<file path="src/design/hmgm_pkg.sv">
package hmgm_pkg;

	localparam int MAX_WIDTH   = 4096;
	localparam int MAX_HEIGHT  = 4096;
	localparam int INDEX_BITS  = 24;
	localparam int ENTRY_BITS  = INDEX_BITS + 1;
	localparam int COL_BITS    = $clog2(MAX_WIDTH);
	localparam int ROW_BITS    = $clog2(MAX_HEIGHT);
	localparam int DIM_BITS    = 13;
	localparam int SCALE_BITS  = 16;
	localparam int HEIGHT_BITS = 32;
	localparam int COORD_BITS  = 48;
	localparam int FRAC_SHIFT  = 8;

	// Configuration port
	localparam int CFG_INDEX_BITS = 3;
	localparam int CFG_DATA_BITS  = 16;
	localparam logic [CFG_INDEX_BITS-1:0] REG_IMAGE_WIDTH  = 3'd0;
	localparam logic [CFG_INDEX_BITS-1:0] REG_IMAGE_HEIGHT = 3'd1;
	localparam logic [CFG_INDEX_BITS-1:0] REG_X_SCALE      = 3'd2;
	localparam logic [CFG_INDEX_BITS-1:0] REG_Y_SCALE      = 3'd3;
	localparam logic [CFG_INDEX_BITS-1:0] REG_Z_SCALE      = 3'd4;

	// Window corner validity codes: bit0 upper-left, bit1 upper, bit2 left, bit3 current
	localparam logic [3:0] WIN_ALL       = 4'd15;
	localparam logic [3:0] WIN_NO_UPLEFT = 4'd14;
	localparam logic [3:0] WIN_NO_UPPER  = 4'd13;
	localparam logic [3:0] WIN_NO_LEFT   = 4'd11;
	localparam logic [3:0] WIN_NO_CUR    = 4'd7;

	// Result queue
	localparam int QDEPTH     = 4;
	localparam int QPTR_BITS  = $clog2(QDEPTH);
	localparam int QCNT_BITS  = $clog2(QDEPTH + 1);

	typedef logic [INDEX_BITS-1:0] index_t;
	typedef logic [ENTRY_BITS-1:0] entry_t;

	typedef struct packed {
		index_t a;
		index_t b;
		index_t c;
	} tri_t;

	// All results caused by one sample
	typedef struct packed {
		logic                          has_vtx;
		logic [1:0]                    ntri;
		index_t                        vidx;
		logic signed [COORD_BITS-1:0]  cx;
		logic signed [COORD_BITS-1:0]  cy;
		logic signed [COORD_BITS-1:0]  cz;
		tri_t                          t0;
		tri_t                          t1;
	} record_t;

	typedef struct packed {
		logic v_s1;
		logic v_s2;
	} front_status_t;

endpackage

</file>
<file path="src/design/hmgm_result_if.sv">
interface hmgm_result_if import hmgm_pkg::*; ();
	logic                         valid;
	logic                         ready;
	logic                         kind;
	logic [INDEX_BITS-1:0]        index_a;
	logic [INDEX_BITS-1:0]        index_b;
	logic [INDEX_BITS-1:0]        index_c;
	logic signed [COORD_BITS-1:0] coord_x;
	logic signed [COORD_BITS-1:0] coord_y;
	logic signed [COORD_BITS-1:0] coord_z;
	logic                         run_last;

	modport source (output valid, output kind, output index_a, output index_b,
		output index_c, output coord_x, output coord_y, output coord_z,
		output run_last, input ready);
	modport sink (input valid, input kind, input index_a, input index_b,
		input index_c, input coord_x, input coord_y, input coord_z,
		input run_last, output ready);
endinterface

</file>
<file path="src/design/hmgm_result_queue.sv">
module hmgm_result_queue import hmgm_pkg::*; (
	input  logic                  clk,
	input  logic                  arst_n,
	input  logic                  push,
	input  record_t               push_rec,
	output logic [QCNT_BITS-1:0]  count,
	hmgm_result_if.source         results
);

	record_t              q_mem [QDEPTH];
	logic [QPTR_BITS-1:0] wptr_q, rptr_q;
	logic [QCNT_BITS-1:0] count_q;
	logic [1:0]           phase_q;

	record_t    head;
	logic [1:0] nres, tri_sel;
	logic       vtx_now, last, pop;
	tri_t       tsel;

	always_comb begin
		head    = q_mem[rptr_q];
		nres    = {1'b0, head.has_vtx} + head.ntri;
		vtx_now = head.has_vtx && (phase_q == 2'd0);
		tri_sel = head.has_vtx ? phase_q - 2'd1 : phase_q;
		tsel    = (tri_sel == 2'd0) ? head.t0 : head.t1;
		last    = phase_q == (nres - 2'd1);
		pop     = results.valid && results.ready && last;
	end

	// Storage writes
	always_ff @(posedge clk) begin
		if (push) begin
			q_mem[wptr_q] <= push_rec;
		end
	end

	// Pointers, fill count and result phase within the head record
	always_ff @(posedge clk or negedge arst_n) begin
		if (!arst_n) begin
			wptr_q  <= '0;
			rptr_q  <= '0;
			count_q <= '0;
			phase_q <= '0;
		end else begin
			if (push) begin
				wptr_q <= wptr_q + 1'b1;
			end
			if (pop) begin
				rptr_q  <= rptr_q + 1'b1;
				phase_q <= '0;
			end else if (results.valid && results.ready) begin
				phase_q <= phase_q + 2'd1;
			end
			count_q <= count_q + QCNT_BITS'(push) - QCNT_BITS'(pop);
		end
	end

	assign count            = count_q;
	assign results.valid    = count_q != '0;
	assign results.kind     = !vtx_now;
	assign results.index_a  = vtx_now ? head.vidx : tsel.a;
	assign results.index_b  = vtx_now ? '0 : tsel.b;
	assign results.index_c  = vtx_now ? '0 : tsel.c;
	assign results.coord_x  = vtx_now ? head.cx : '0;
	assign results.coord_y  = vtx_now ? head.cy : '0;
	assign results.coord_z  = vtx_now ? head.cz : '0;
	assign results.run_last = last;

endmodule

</file>
<file path="src/flat_wrapper.sv">
// flat-port wrapper written by rule: the top's interface ports become plain ports
module hmgm_result_queue_flat import hmgm_pkg::*;
  (clk, arst_n, push, push_rec, count, results_valid, results_kind, results_index_a, results_index_b, results_index_c, results_coord_x, results_coord_y, results_coord_z, results_run_last, results_ready);
  hmgm_result_if results_i ();
  input  logic clk;
  input  logic arst_n;
  input  logic push;
  input  record_t push_rec;
  output logic [QCNT_BITS-1:0] count;
  output wire logic [$bits(results_i.valid)-1:0] results_valid;
  output wire logic [$bits(results_i.kind)-1:0] results_kind;
  output wire logic [$bits(results_i.index_a)-1:0] results_index_a;
  output wire logic [$bits(results_i.index_b)-1:0] results_index_b;
  output wire logic [$bits(results_i.index_c)-1:0] results_index_c;
  output wire logic [$bits(results_i.coord_x)-1:0] results_coord_x;
  output wire logic [$bits(results_i.coord_y)-1:0] results_coord_y;
  output wire logic [$bits(results_i.coord_z)-1:0] results_coord_z;
  output wire logic [$bits(results_i.run_last)-1:0] results_run_last;
  input wire logic [$bits(results_i.ready)-1:0] results_ready;
  assign results_valid = results_i.valid;
  assign results_kind = results_i.kind;
  assign results_index_a = results_i.index_a;
  assign results_index_b = results_i.index_b;
  assign results_index_c = results_i.index_c;
  assign results_coord_x = results_i.coord_x;
  assign results_coord_y = results_i.coord_y;
  assign results_coord_z = results_i.coord_z;
  assign results_run_last = results_i.run_last;
  assign results_i.ready = results_ready;
  hmgm_result_queue u_core (.clk(clk), .arst_n(arst_n), .push(push), .push_rec(push_rec), .count(count), .results(results_i));
endmodule
</file>
<file path="config.mk">
export PLATFORM = sky130hd
export DESIGN_NAME = hmgm_result_queue_flat
export DESIGN_NICKNAME = d
export VERILOG_FILES = /design/src/design/hmgm_pkg.sv /design/src/design/hmgm_result_if.sv /design/src/design/hmgm_result_queue.sv /design/src/flat_wrapper.sv
export SDC_FILE = /design/constraint.sdc
export NUM_CORES = 1
export LEC_CHECK = 0
export BUFFER_PORTS_ARGS = -buffer_cell sky130_fd_sc_hd__buf_2
export CAP_MARGIN = 20
export CORE_UTILIZATION = 40
export DETAILED_ROUTE_END_ITERATION = 10
export HOLD_SLACK_MARGIN = 0.08
export PLACE_DENSITY_LB_ADDON = 0.15
export SYNTH_ARGS = -nofsm -noshare
export SYNTH_HDL_FRONTEND = slang
export SYNTH_SLANG_ARGS = --single-unit
export TNS_END_PERCENT = 50
</file>
<file path="constraint.sdc">
create_clock -name clk -period 8.1 [get_ports clk]
set_clock_uncertainty 0.2 [all_clocks]
set_input_delay 1.215 -clock clk [delete_from_list [all_inputs] [get_ports clk]]
set_output_delay 1.215 -clock clk [all_outputs]
set_load 0.02 [all_outputs]
</file>
== After elaboration in Yosys (flattened, before gate mapping) ==
Memories as Yosys holds them, arrays and structs flattened.
Index checks and enable logic that the tools add are counted.
Storage, ports and cells
  memories kept: 1
  input port bits: 319
  memory bits (writable): 1260
  output and inout bits: 222
  word-level logic and storage cells: 34
  bits in registers: 9
Operators by class
  add/subtract/negate cells: 8
  eq/ne operators: 1
  reduce and logical (&&, ||, !) cells: 8
  mux-type cells: 12
Memories
  u_core.q_mem: words 4, bits a word 315, read ports 1, clocked after memory_dff 0, wr ports 1, line hmgm_result_queue.sv:10  | record_t q_mem [QDEPTH];
Operators by type and width (count)
  48-bit two-way mux: 3
  24-bit two-way mux: 3
  72-bit two-way mux: 1
  2-bit by 1-bit adder with 2-bit output, second input constant: 3
  2-bit two-way mux: 3
  2-bit logical NOT: 2
  2-bit by 1-bit subtractor with 2-bit output, second input constant: 2
  3-bit by 1-bit adder with 3-bit output: 1
  1-bit logical AND: 3
  3-bit nonzero test: 1
  3-bit by 1-bit subtractor with 3-bit output: 1
  1-bit by 2-bit adder with 2-bit output: 1
  2-bit equality test: 1
  1-bit two-way mux: 2
  2-bit nonzero test: 1
  1-bit logical NOT: 1

== Longest topological paths before layout ==
An unclocked memory read counts as a cell.
  word-level depth: 6
  gate-level depth with buffers: 15
  depth with buffers taken out: 12

== Worst setup path after synthesis ==
Ideal clock, no wire load.
  path kind: input port to flip-flop
  start point: input push
  end point: memory u_core.q_mem[3][0] (netlist bit) (enable)
  library setup time: 0.716 ns
  arrival time: 8.316 ns
  setup slack: -1.131 ns
  stages: 1
  required time: 7.184 ns
  buffers on the path: 0
  cell sequence: and2_1
On the way
  word-level cells in the longest chain between the ends: 2
RTL lines
  start, declared: line flat_wrapper.sv:7  | input logic push;
  1-bit two-way mux: line hmgm_result_queue.sv:32  | if (push) begin
  1-bit two-way mux (not written as such): line hmgm_result_queue.sv:33  | q_mem[wptr_q] <= push_rec;
  end, declared: line hmgm_result_queue.sv:10
Every way passes these cells.

== Final worst setup path ==
  start point: register u_core.rptr_q[0]
  end point: output results_index_a[16]
On the way
  word-level cells in the longest chain between the ends: 5
  elaborated cells between the ends (all ways): 6
  those cells by class: mux: 3; reduce/logical: 2; memory: 1
RTL lines
  start, declared: line hmgm_result_queue.sv:11  | logic [QPTR_BITS-1:0] wptr_q, rptr_q;
  start signal, assigned: line hmgm_result_queue.sv:49  | rptr_q <= rptr_q + 1'b1;
  memory 4 x 315 bit *
  2-bit two-way mux: line hmgm_result_queue.sv:24  | tri_sel = head.has_vtx ? phase_q - 2'd1 : phase_q;
  2-bit logical NOT: line hmgm_result_queue.sv:25  | tsel = (tri_sel == 2'd0) ? head.t0 : head.t1;
  72-bit two-way mux: line hmgm_result_queue.sv:25
  24-bit two-way mux *: line hmgm_result_queue.sv:61  | assign results.index_a = vtx_now ? head.vidx : tsel.a;
  end, declared: line flat_wrapper.sv:12  | output wire logic [$bits(results_i.index_a)-1:0] results_index_a;
Mark *: on every way between the ends. The rest lies on a longest branch, timed or not.

==> results.py <==
metrics = {
    "synth": {
        "synth-edff-count": 1260,
        "yosys_register_bits": 1269,
        "syn_area_per_cell_sq_um": 22.37,
        "ys_types": 30,
        "synth_top_area_frac": 0.7882,
        "synth_warnings": 0,
        "ys.flop_type": "edfxtp_1",
        "netlist_top_cells_area": "edfxtp_1, mux4_2, and3_1",
        "yosysTopAreaCell": "edfxtp_1",
        "yosysSeqAreaShare": 0.7928,
        "synthArstFlopShare": 0.007092,
        "synth_area_sq_um": 48010,
        "synthCells": 2146,
        "syn-num-nets": 2474,
    },
    "final_layout": {
        "fin_util": 0.4796,
        "syn_to_final_growth_pct": 18.44,
        "layout-drive-gt1-share": 0.3802,
        "ff_latch_area_sq_um": 38070,
        "most-common-layout-cells": "edfxtp_1, buf_2, mux4_2",
        "final_cell_area_sq_um": 56860,
        "final_nets": 3053,
        "stdcell_count": 4447,
        "num-fill-cells": 9912,
        "final_common_cell": "edfxtp_1",
        "multi_input_area_sq_um": 9370,
    },
    "flow_run": {
        "drv_cap": 0,
    },
    "detailed_routing": {
        "vias": 23150,
        "wirelength_um": 110300,
        "vias_per_cell": 5.205,
        "wl_per_cell_um": 24.81,
        "dr.pass1.iters": 7,
        "drc": 0,
        "ant_nets": 0,
        "drtIter0Drc": 1460,
    },
    "cts": {
        "root_buffer": "clkbuf_16",
        "htreeDepth": 4,
        "cts_buffer_depth": 3,
        "postCtsSetupBuffers": 0,
        "cts_tree": "yes",
        "cts_made_buffers": 139,
        "clock_sinks": 1269,
        "cts.reportedPaths.clkPinSlew_ns": 0.06,
        "worstSkewPairLatency_ns": 0.73,
    },
    "timing": {
        "worstMarginPinSlew_ns": 1.092,
        "fin_crit_ns": 6.308,
        "post-route-period-util": 0.7787,
        "rsz0062_at_grt": "no",
        "finalMaxSlewViolations": 0,
        "setup_viol": 0,
        "fmax_mhz": 158.5,
        "slew_headroom": 0.2719,
        "hold_viol": 0,
    },
    "grt": {
        "grt_overflow": 0,
        "grt_pass1_wl_um": 161500,
        "grt_max_degree": 150,
        "grt_pass1_vias": 24460,
        "antenna_found_initial": 60,
        "grt.total_usage": 0.1811,
    },
    "floorplan": {
        "ios": 541,
        "num_rows": 126,
        "fp.dieW_um": 348.4,
        "die-area_sq_um": 121400,
        "initial_utilization": 0.4049,
        "core_area_sq_um": 118600,
        "die_h_um": 348.4,
    },
    "min_path": {
        "hold_path_class": "reg -> reg",
    },
    "power": {
        "power_per_cell_area_nw_per_um2": 387.0,
        "ir_worst_vdd_v": 0.0002723,
        "total_power_mw": 22.00,
        "p_leak_nw": 19.79,
    },
    "place": {
        "postPlaceCellArea_sq_um": 52530,
        "dp_cells": 4183,
        "port_buffers": 540,
        "hpwl_um": 64520,
        "gp_congestion": 0.7494,
    },
    "setup_path": {
        "required_ns": 6.68,
        "arrival_ns": 4.89,
        "cp-end-kind": "output pin",
        "cp_max_fo": 70,
        "crit_path_start_kind": "flop",
        "critPathKind": "reg -> out",
    },
    "status": {
        "outcome": "finished clean",
    },
}
[per-layer routing]
metal | wire, um | up-vias | GRT usage
met3 | 8373 | 257 | 0.06006
met2 | 55560 | 649 | 0.3028
met5 | 384 | - | 0
met1 | 43000 | 12070 | 0.2209
met4 | 3029 | 60 | 0.05997
li1 | - | 10110 | -
[what timing repair did]
item / in CTS / in global routing
hold endpoints to repair: 5 / 0
hold buffers: 1 / 0
resized for setup: 0 / 0
[final timing paths]
kind                                               from                            to  slack, ns  cells past startpoint
min                        u_core.wptr_q[0]$_DFFE_PN0P_  u_core.wptr_q[0]$_DFFE_PN0P_       0.34                      1
min reg2reg                u_core.wptr_q[0]$_DFFE_PN0P_  u_core.wptr_q[0]$_DFFE_PN0P_       0.34                      1
min in group asynchronous                        arst_n  u_core.wptr_q[0]$_DFFE_PN0P_       0.74                      2
max                        u_core.rptr_q[0]$_DFFE_PN0P_           results_index_a[16]       1.79                      7
max reg2reg                u_core.rptr_q[0]$_DFFE_PN0P_     u_core.count[2]$_DFF_PN0_       3.38                     13
max in group asynchronous                        arst_n  u_core.rptr_q[1]$_DFFE_PN0P_       6.71                      2
[synthesized netlist by cell type, types with 2 or more instances]
cell type,instances
nor2_1,26
xnor2_1,6
a31oi_1,24
and3_1,144
edfxtp_1,1260
o21ai_0,2
clkbuf_1,69
buf_4,2
a21oi_1,48
buf_2,51
dfrtp_1,9
buf_1,5
xor2_1,2
and2_1,4
nand2_1,148
inv_1,11
ha_1,8
mux4_2,315
[logic make-up (layout without fill, tap and decap cells)]
group,after synthesis,after routing,share of synthesized area
flip-flops,1269,1269,0.7928
adder cells (fa/ha/maj),9,9,0.002502
AND/OR/NAND/NOR,328,328,0.03362
multiplexers,317,317,0.1485
buffers and inverters,140,827,0.01259
other,0,14,0
XOR/XNOR,8,8,0.001460
AO/OA/AOI/OAI,75,75,0.008497
[worst max-delay path, stage by stage (launching register included)]
cell and delay [ns]:
dfrtp_4 1.06, mux4_4 1.17, and2_2 0.38, buf_4 0.28, inv_2 0.71, nor2_1 0.15
a31oi_1 0.19, buf_2 0.19
[layout make-up]
cell class | instances | share of cell area
antenna | 14 | 0.0006162
clock buffer | 178 | 0.06635
clock inverter | 71 | 0.008912
inverter | 12 | 0.0007922
multi-input combinational | 737 | 0.1648
sequential | 1269 | 0.6695
tap | 1600 | 0.03521
timing repair buffer | 566 | 0.05378
[state kept, by name, indices dropped and copies added (netlist names)]
name and count:
u_core.wptr_q 2, u_core.q_mem 1260, u_core.phase_q 2, u_core.rptr_q 2
u_core.count 3
[power breakdown]
part	leakage (nW)	internal (mW)	total, mW	switching (mW)
combinational	6.03	2.75	7.18	4.43
clock	2.08	3.44	5.88	2.44
sequential	11.7	8.59	8.94	0.343
total	19.8	14.8	22.0	7.21
[metrics by stage]
| stage | setup slack [ns] | TNS, ns | hold slack, ns |
|---|---|---|---|
| final | 1.792 | 0 | 0.3359 |
| after detailed placement | 2.287 | 0 | 0.3225 |
| after floorplan | -1.086 | -683.93 | 0.2936 |
| after global placement | 2.312 | 0 | 0.3070 |
| after CTS | 1.482 | 0 | 0.3329 |
| after global routing | 1.321 | 0 | 0.3433 |
Power figures use the tool's default switching activity.
